## src/lfu_cache_policy_defines.svh

```systemverilog
// Assertion macros for the LFU cache policy block.
`ifndef LFU_CACHE_POLICY_DEFINES_SVH
`define LFU_CACHE_POLICY_DEFINES_SVH

// Same-cycle implication, disabled in reset.
`define LFU_ASSERT_IMPL(label, clk, rst, ante, cons) \
  label: assert property (@(posedge clk) disable iff (rst) (ante) |-> (cons)) \
    else $error("lfu_cache_policy: check failed");

// Next-cycle implication, disabled in reset.
`define LFU_ASSERT_NEXT(label, clk, rst, ante, cons) \
  label: assert property (@(posedge clk) disable iff (rst) (ante) |=> (cons)) \
    else $error("lfu_cache_policy: check failed");

`endif

```

## src/lfu_pkg.sv

```systemverilog
// Constants, types and codes of the LFU cache policy block.
`timescale 1ns / 1ps
package lfu_pkg;

  localparam int ENTRIES    = 16;
  localparam int KEY_BITS   = 32;
  localparam int FREQ_BITS  = 16;
  localparam int VALUE_BITS = 32;
  localparam int STAMP_BITS = 32;
  localparam int CAP_BITS   = 5;
  localparam int IDX_BITS   = (ENTRIES > 1) ? $clog2(ENTRIES) : 1;
  localparam int OCC_BITS   = $clog2(ENTRIES + 1);
  localparam int CNT_BITS   = IDX_BITS + 1;

  localparam logic [FREQ_BITS-1:0] FREQ_MAX = '1;
  localparam logic [CAP_BITS-1:0]  CAP_RESET = CAP_BITS'(16);

  localparam logic ACT_GET = 1'b0;
  localparam logic ACT_PUT = 1'b1;

  typedef struct packed {
    logic [KEY_BITS-1:0]   key;
    logic [VALUE_BITS-1:0] value;
    logic [FREQ_BITS-1:0]  freq;
    logic [STAMP_BITS-1:0] stamp;
  } entry_t;

  localparam int ENTRY_BITS = $bits(entry_t);

  typedef enum logic [1:0] {
    ST_IDLE,
    ST_SCAN,
    ST_FINISH
  } state_t;

endpackage

```

## src/lfu_ram.sv

```systemverilog
// Simple dual-port synchronous RAM with registered read.
`timescale 1ns / 1ps
module lfu_ram #(
  parameter int WIDTH     = 8,
  parameter int DEPTH     = 16,
  parameter int ADDR_BITS = (DEPTH > 1) ? $clog2(DEPTH) : 1
) (
  input  logic                 clk,
  input  logic                 we,
  input  logic [ADDR_BITS-1:0] waddr,
  input  logic [WIDTH-1:0]     wdata,
  input  logic                 re,
  input  logic [ADDR_BITS-1:0] raddr,
  output logic [WIDTH-1:0]     rdata
);

  logic [WIDTH-1:0] mem [DEPTH];

  always_ff @(posedge clk) begin
    if (we) begin
      mem[waddr] <= wdata;
    end
  end

  always_ff @(posedge clk) begin
    if (re) begin
      rdata <= mem[raddr];
    end
  end

endmodule

```

## src/lfu_cache_policy.sv

```systemverilog
// Top level of the LFU cache policy block: scan sequencer, entry RAM and result register.
//
// Key/value cache with least-frequently-used replacement, ties broken by oldest stamp.
// Input channel (in_valid/in_ready) carries action (0 get, 1 put), key and value.
// Output channel (out_valid/out_ready) carries found and read_value, one result per item.
// Configuration: cfg_we with cfg_data writes the capacity register at once; write it
// only while the block is idle.
// Each item reads every entry of the entry RAM once through its single read port,
// and a new item is taken the cycle after the previous one has written back.
// One item is in work at a time; in_ready is high only between items.
// The result sits in an output register; the next item is accepted while it waits.
// If the receiver stalls, the following item finishes its scan and holds before
// write-back until the output register frees.
// Synchronous reset clears all valid bits, occupancy and the time counter and sets
// capacity to 16; the RAM contents are not cleared, there is no clearing pass.
`timescale 1ns / 1ps
`include "lfu_cache_policy_defines.svh"
module lfu_cache_policy (
  input  logic                              clk,
  input  logic                              rst,
  input  logic                              cfg_we,
  input  logic [lfu_pkg::CAP_BITS-1:0]      cfg_data,
  input  logic                              in_valid,
  output logic                              in_ready,
  input  logic                              action,
  input  logic signed [31:0]                key,
  input  logic signed [31:0]                value,
  output logic                              out_valid,
  input  logic                              out_ready,
  output logic                              found,
  output logic signed [31:0]                read_value
);

  lfu_pkg::state_t state, state_next;

  logic [lfu_pkg::CAP_BITS-1:0]   capacity;
  logic [lfu_pkg::ENTRIES-1:0]    valid;
  logic [lfu_pkg::ENTRIES-1:0]    valid_next;
  logic [lfu_pkg::OCC_BITS-1:0]   occupancy;
  logic [lfu_pkg::STAMP_BITS-1:0] time_counter;

  logic                           act;
  logic [lfu_pkg::KEY_BITS-1:0]   key_r;
  logic [lfu_pkg::VALUE_BITS-1:0] value_r;

  logic [lfu_pkg::CNT_BITS-1:0]   issue_cnt;
  logic                           pend;
  logic [lfu_pkg::IDX_BITS-1:0]   pidx;

  logic                           hit;
  logic [lfu_pkg::IDX_BITS-1:0]   hit_idx;
  logic [lfu_pkg::VALUE_BITS-1:0] hit_value;
  logic [lfu_pkg::FREQ_BITS-1:0]  hit_freq;

  logic                           vic_have;
  logic [lfu_pkg::IDX_BITS-1:0]   vic_idx;
  logic [lfu_pkg::FREQ_BITS-1:0]  vic_freq;
  logic [lfu_pkg::STAMP_BITS-1:0] vic_stamp;

  logic                           free_have;
  logic [lfu_pkg::IDX_BITS-1:0]   free_idx;

  logic                           ram_we;
  logic [lfu_pkg::IDX_BITS-1:0]   ram_waddr;
  lfu_pkg::entry_t                ram_wentry;
  logic                           ram_re;
  logic [lfu_pkg::ENTRY_BITS-1:0] ram_rdata;
  lfu_pkg::entry_t                rd;

  logic                           in_xfer;
  logic                           advance;
  logic                           scan_done;
  logic [31:0]                    cap_eff;
  logic [lfu_pkg::FREQ_BITS-1:0]  freq_inc;
  logic                           do_touch;
  logic                           do_evict;
  logic                           do_insert;
  logic [lfu_pkg::IDX_BITS-1:0]   slot;
  logic                           res_found;
  logic [31:0]                    res_value;

  lfu_ram #(
    .WIDTH     (lfu_pkg::ENTRY_BITS),
    .DEPTH     (lfu_pkg::ENTRIES),
    .ADDR_BITS (lfu_pkg::IDX_BITS)
  ) u_ram (
    .clk   (clk),
    .we    (ram_we),
    .waddr (ram_waddr),
    .wdata (ram_wentry),
    .re    (ram_re),
    .raddr (issue_cnt[lfu_pkg::IDX_BITS-1:0]),
    .rdata (ram_rdata)
  );

  assign rd        = lfu_pkg::entry_t'(ram_rdata);
  assign in_ready  = (state == lfu_pkg::ST_IDLE);
  assign in_xfer   = in_valid && in_ready;
  assign ram_re    = (state == lfu_pkg::ST_SCAN) &&
                     (issue_cnt < lfu_pkg::CNT_BITS'(lfu_pkg::ENTRIES));
  assign scan_done = (issue_cnt == lfu_pkg::CNT_BITS'(lfu_pkg::ENTRIES)) && !pend;
  assign advance   = (state == lfu_pkg::ST_FINISH) && (!out_valid || out_ready);

  always_ff @(posedge clk) begin
    if (rst) begin
      state <= lfu_pkg::ST_IDLE;
    end else begin
      state <= state_next;
    end
  end

  always_comb begin
    state_next = state;
    unique case (state)
      lfu_pkg::ST_IDLE: begin
        if (in_xfer) begin
          state_next = lfu_pkg::ST_SCAN;
        end
      end
      lfu_pkg::ST_SCAN: begin
        if (scan_done) begin
          state_next = lfu_pkg::ST_FINISH;
        end
      end
      lfu_pkg::ST_FINISH: begin
        if (advance) begin
          state_next = lfu_pkg::ST_IDLE;
        end
      end
      default: state_next = lfu_pkg::ST_IDLE;
    endcase
  end

  always_ff @(posedge clk) begin
    if (rst) begin
      capacity <= lfu_pkg::CAP_RESET;
    end else if (cfg_we) begin
      capacity <= cfg_data;
    end
  end

  // scan: issue one read a cycle, examine the returned entry in the next cycle
  always_ff @(posedge clk) begin
    if (rst) begin
      issue_cnt <= '0;
      pend      <= 1'b0;
    end else if (in_xfer) begin
      issue_cnt <= '0;
      pend      <= 1'b0;
    end else if (state == lfu_pkg::ST_SCAN) begin
      pend <= ram_re;
      if (ram_re) begin
        issue_cnt <= issue_cnt + 1'b1;
      end
    end
  end

  always_ff @(posedge clk) begin
    if (in_xfer) begin
      act       <= action;
      key_r     <= key[lfu_pkg::KEY_BITS-1:0];
      value_r   <= value;
      hit       <= 1'b0;
      vic_have  <= 1'b0;
      free_have <= 1'b0;
    end else if (state == lfu_pkg::ST_SCAN) begin
      pidx <= issue_cnt[lfu_pkg::IDX_BITS-1:0];
      if (pend) begin
        if (valid[pidx]) begin
          if (!hit && rd.key == key_r) begin
            hit       <= 1'b1;
            hit_idx   <= pidx;
            hit_value <= rd.value;
            hit_freq  <= rd.freq;
          end
          if (!vic_have || rd.freq < vic_freq ||
              (rd.freq == vic_freq && rd.stamp < vic_stamp)) begin
            vic_have  <= 1'b1;
            vic_idx   <= pidx;
            vic_freq  <= rd.freq;
            vic_stamp <= rd.stamp;
          end
        end else if (!free_have) begin
          free_have <= 1'b1;
          free_idx  <= pidx;
        end
      end
    end
  end

  // decide the write-back from the scan summary
  always_comb begin
    cap_eff   = (32'(capacity) > 32'(lfu_pkg::ENTRIES)) ? 32'(lfu_pkg::ENTRIES)
                                                         : 32'(capacity);
    freq_inc  = (hit_freq == lfu_pkg::FREQ_MAX) ? hit_freq : hit_freq + 1'b1;
    do_touch  = 1'b0;
    do_evict  = 1'b0;
    do_insert = 1'b0;
    slot      = free_idx;
    ram_we    = 1'b0;
    ram_waddr = hit_idx;
    ram_wentry.key   = key_r;
    ram_wentry.value = hit_value;
    ram_wentry.freq  = freq_inc;
    ram_wentry.stamp = time_counter;
    res_found = hit;
    res_value = '0;
    if (act == lfu_pkg::ACT_GET) begin
      if (hit) begin
        res_value = hit_value;
        do_touch  = 1'b1;
      end else begin
        res_value = '1;
      end
    end else if (cap_eff != '0) begin
      if (hit) begin
        ram_wentry.value = value_r;
        do_touch = 1'b1;
      end else begin
        do_evict = (32'(occupancy) >= cap_eff) && vic_have;
        if (do_evict && (!free_have || vic_idx < free_idx)) begin
          slot      = vic_idx;
          do_insert = 1'b1;
        end else begin
          slot      = free_idx;
          do_insert = free_have;
        end
        ram_waddr        = slot;
        ram_wentry.value = value_r;
        ram_wentry.freq  = lfu_pkg::FREQ_BITS'(1);
      end
    end
    ram_we = advance && (do_touch || do_insert);
  end

  always_comb begin
    valid_next = valid;
    if (do_evict) begin
      valid_next[vic_idx] = 1'b0;
    end
    if (do_insert) begin
      valid_next[slot] = 1'b1;
    end
  end

  always_ff @(posedge clk) begin
    if (rst) begin
      valid        <= '0;
      occupancy    <= '0;
      time_counter <= '0;
    end else if (advance) begin
      if (do_touch || do_insert) begin
        time_counter <= time_counter + 1'b1;
      end
      valid <= valid_next;
      if (do_insert && !do_evict) begin
        occupancy <= occupancy + 1'b1;
      end else if (do_evict && !do_insert) begin
        occupancy <= occupancy - 1'b1;
      end
    end
  end

  always_ff @(posedge clk) begin
    if (rst) begin
      out_valid <= 1'b0;
    end else if (advance) begin
      out_valid <= 1'b1;
    end else if (out_ready) begin
      out_valid <= 1'b0;
    end
  end

  always_ff @(posedge clk) begin
    if (advance) begin
      found      <= res_found;
      read_value <= res_value;
    end
  end

  `LFU_ASSERT_IMPL(a_occ_matches_valid, clk, rst, 1'b1, $countones(valid) == 32'(occupancy))
  `LFU_ASSERT_NEXT(a_finish_loads_result, clk, rst, advance, out_valid)
  `LFU_ASSERT_NEXT(a_accept_starts_scan, clk, rst, in_xfer,
    (state == lfu_pkg::ST_SCAN) && (issue_cnt == '0) && !hit)

endmodule
```

## config.mk

```make
export PLATFORM = sky130hd
export DESIGN_NAME = lfu_cache_policy
export DESIGN_NICKNAME = d
export VERILOG_FILES = /design/src/lfu_pkg.sv /design/src/lfu_ram.sv /design/src/lfu_cache_policy.sv
export VERILOG_INCLUDE_DIRS = /design/src /design/src/src
export SDC_FILE = /design/constraint.sdc
export NUM_CORES = 2
export LEC_CHECK = 0
export BUFFER_PORTS_ARGS = -buffer_cell sky130_fd_sc_hd__buf_2
export CAP_MARGIN = 15
export CORE_MARGIN = 2
export CORE_UTILIZATION = 30
export DETAILED_ROUTE_END_ITERATION = 12
export PLACE_DENSITY_LB_ADDON = 0.1
export REMOVE_ABC_BUFFERS = 1
export SETUP_SLACK_MARGIN = 0.15
export SLEW_MARGIN = 20
export SYNTH_ARGS = -nofsm -noshare
export SYNTH_HDL_FRONTEND = slang
export SYNTH_HIERARCHICAL = 1
export SYNTH_SLANG_ARGS = --single-unit
export TNS_END_PERCENT = 50
```

## constraint.sdc

```tcl
create_clock -name clk -period 12.5 [get_ports clk]
set_input_delay 2.5 -clock clk [delete_from_list [all_inputs] [get_ports clk]]
set_output_delay 2.5 -clock clk [all_outputs]
set_load 0.1 [all_outputs]
```

==> flow_summary.json <==
{
  "finalWirelength_um": 214000,
  "netlist_instances": 3920,
  "fin_cells": 8092,
  "cts_buffers": 244,
  "rsz0062_at_grt": "no",
  "gp_congestion": 0.727,
  "setup_ws_ns": 6.63,
  "async_flop_share_pct": 0,
  "clock.fmax_mhz": 170,
  "ios": 110,
  "total_power_w": 0.0154,
  "ys.warnings.count": 6,
  "cp-startpoint": "out_ready",
  "max-vdd-ir-drop_uv": 105,
  "layout-drive-gt1-share_pct": 24.7,
  "crit_end": "u_ram/mem[6][81]",
  "routed_via_density": 4.83,
  "outcome": "complete, no violations",
  "overflow": 0,
  "finalHoldViolCount": 0,
  "cellPowerDensity_mw_per_mm2": 160,
  "ant_nets": 0,
  "fin_crit_ns": 5.87,
  "slew_viol_final": 0,
  "fin_crit_sh_pct": 46.9,
  "cts_hold_buf": 0,
  "hold_depth": 0,
  "critPathKind": "in -> reg",
  "syn_to_final_growth_pct": 15.6,
  "reg2reg_depth": 13,
  "r2r_start": "capacity[4]",
  "synth_top_area_share_pct": 76.3,
  "clock_latency_ns": 0.91,
  "fin_setup_tns_ns": 0,
  "io_buffer_count": 109,
  "synthTopCellsByArea": "edfxtp_1, mux4_2, a22oi_1",
  "yosysSeqAreaShare_pct": 78.0,
  "worstPathRequired_ns": 13.02,
  "layout_commonest_cell": "edfxtp_1",
  "grt_first_pass_wirelength_um": 307000,
  "core_mm2": 0.276,
  "crit_fanout": 30,
  "place_area_mm2": 0.0884,
  "synth_edf_count": 2114,
  "die_w_um": 531,
  "antenna_found_initial": 12,
  "worst_slew_pin_slew_ns": 1.05,
  "synth_ff_type": "edfxtp_1",
  "cts_buffer_depth": 4,
  "drc": 0,
  "std_cell_rows": 193,
  "postCtsSetupRepairBufs": 0,
  "pre_cts_ws_ns": 5.67,
  "via_count": 39100,
  "dp_hpwl_um": 111000,
  "regToRegSetupSlack_ns": 6.82,
  "cts_resized": 0,
  "yosysTopAreaCell": "edfxtp_1",
  "drt_first_pass_iters": 6,
  "wl_per_cell_um": 26.5,
  "syn_area_mm2": 0.0832,
  "ctsHtreeMaxLevel": 4,
  "reg2reg_to": "u_ram/mem[7][93]",
  "cts-root-buf": "clkbuf_16",
  "clk_pin_slew_ns": 0.06,
  "drv_cap": 0,
  "start_util_pct": 30.1,
  "arrival_ns": 6.39,
  "synthDistinctLibCells": 71,
  "place_inst": 7638,
  "endpoint_kind": "flip-flop",
  "die-area_mm2": 0.281,
  "avgSynthCellArea_um2": 21.2,
  "drtIter0Drc": 3280,
  "cts_sinks": 2184,
  "nNetsFinal": 4318,
  "dieHeight_um": 531,
  "final_area_mm2": 0.0961,
  "hold_class": "reg -> reg",
  "grt_max_degree": 128,
  "cts_tree": "yes",
  "start_kind": "input port",
  "ys_ff_latch": 2184,
  "grt_pass1_vias": 41100,
  "fin_skew_ns": 0.0757,
  "finalSetupViolations": 0,
  "worst_slew_margin_rel_pct": 29.7,
  "leakage_nw": 28.6,
  "grt_usage_pct": 15.1,
  "layout_common_cells": "edfxtp_1, mux4_2, clkbuf_16"
}
state kept, by name (all words and copies together) (netlist names), 5 cells and up:
| signal | flops |
|---|---|
| hit_freq | 16 |
| vic_freq | 16 |
| u_ram/mem | 1792 |
| key_r | 32 |
| capacity | 5 |
| u_ram/rdata | 112 |
| valid | 16 |
| hit_value | 32 |
| occupancy | 5 |
| vic_stamp | 32 |
| value_r | 32 |
| read_value | 32 |
| issue_cnt | 5 |
| time_counter | 32 |
cell type report:
cell class | instances | area [µm²]
Inverter | 102 | 385
Timing Repair Buffer | 201 | 1390
Antenna cell | 6 | 15.0
Multi-Input combinational cell | 1446 | 17200
Clock buffer | 295 | 6340
Clock inverter | 153 | 1330
Tap cell | 3705 | 4640
Sequential cell | 2184 | 64900
Fill cell | 25900 | 180000
power breakdown:
group | switching [W] | internal, W | total (W) | leakage (nW)
clock network | 0.00295 | 0.00395 | 0.00690 | 3.71
logic | 0.000251 | 0.000171 | 0.000422 | 5.90
registers | 0.0000443 | 0.00804 | 0.00808 | 18.9
critical path, cell delays in order:
cell      delay [ns]
buf_2           0.07
nand2b_1        0.36
nand2_1         0.33
nor2_1          0.54
nand3b_1        0.44
nor2_4          0.80
buf_4           0.64
buf_4           0.60
metal layers:
metal | GRT usage (%) | vias to the layer above | wire (µm)
li1 | - | 16900 | -
met1 | 22.6 | 21200 | 105000
met3 | 2.19 | 290 | 8330
met2 | 23.2 | 757 | 97200
met5 | 0 | - | 11
met4 | 3.27 | 2 | 4120
synthesized netlist by cell type, types with 15 or more instances:
master       n
inv_1      102
buf_4       35
clkbuf_1    72
o211ai_1    15
buf_1       48
dfxtp_1     70
nand2_1    157
mux4_2     452
xnor2_1     25
nor2_1      70
nand4_1     28
ha_1        63
nor3_1      19
o31ai_1     20
a22oi_1    225
xor2_1      24
nor2b_1     18
nand3_1     24
mux2i_1     15
mux2_2      36
buf_2       19
a21oi_1     77
o21ai_0     36
edfxtp_1  2114
worst min-delay path by stage:
stage	endpoint	slack, ns	start
floorplan	hit_value[0]	0.40	u_ram/rdata[48]
global placement	hit_value[23]	0.40	u_ram/rdata[71]
detailed placement	hit_value[23]	0.41	u_ram/rdata[71]
CTS	hit_value[6]	0.42	u_ram/rdata[54]
global route	hit_value[7]	0.43	u_ram/rdata[55]
finish	hit_value[6]	0.42	u_ram/rdata[54]
kinds of logic (layout without fill, tap and decap cells):
logic type | count (synthesis) | in the layout | share of synthesized area (%)
XOR/XNOR | 49 | 49 | 0.516
adder cells (fa/ha/maj) | 64 | 64 | 0.972
flip-flops | 2184 | 2184 | 78.0
AND/OR/NAND/NOR | 391 | 391 | 2.27
AO/OA/AOI/OAI | 433 | 433 | 3.64
multiplexers | 509 | 509 | 13.0
buffers and inverters | 290 | 751 | 1.61
other | 0 | 6 | 0
metrics by stage:
| step | hold WS [ns] | utilization, % |
|---|---|---|
| 2_1_floorplan | 0.400 | - |
| 3_3_place_gp | 0.401 | 32.0 |
| 3_5_place_dp | 0.406 | 32.0 |
| 4_1_cts | 0.418 | 34.8 |
| 5_1_grt | 0.426 | 34.8 |
| 6_report | 0.415 | 34.8 |
Power figures use the tool's default switching activity.
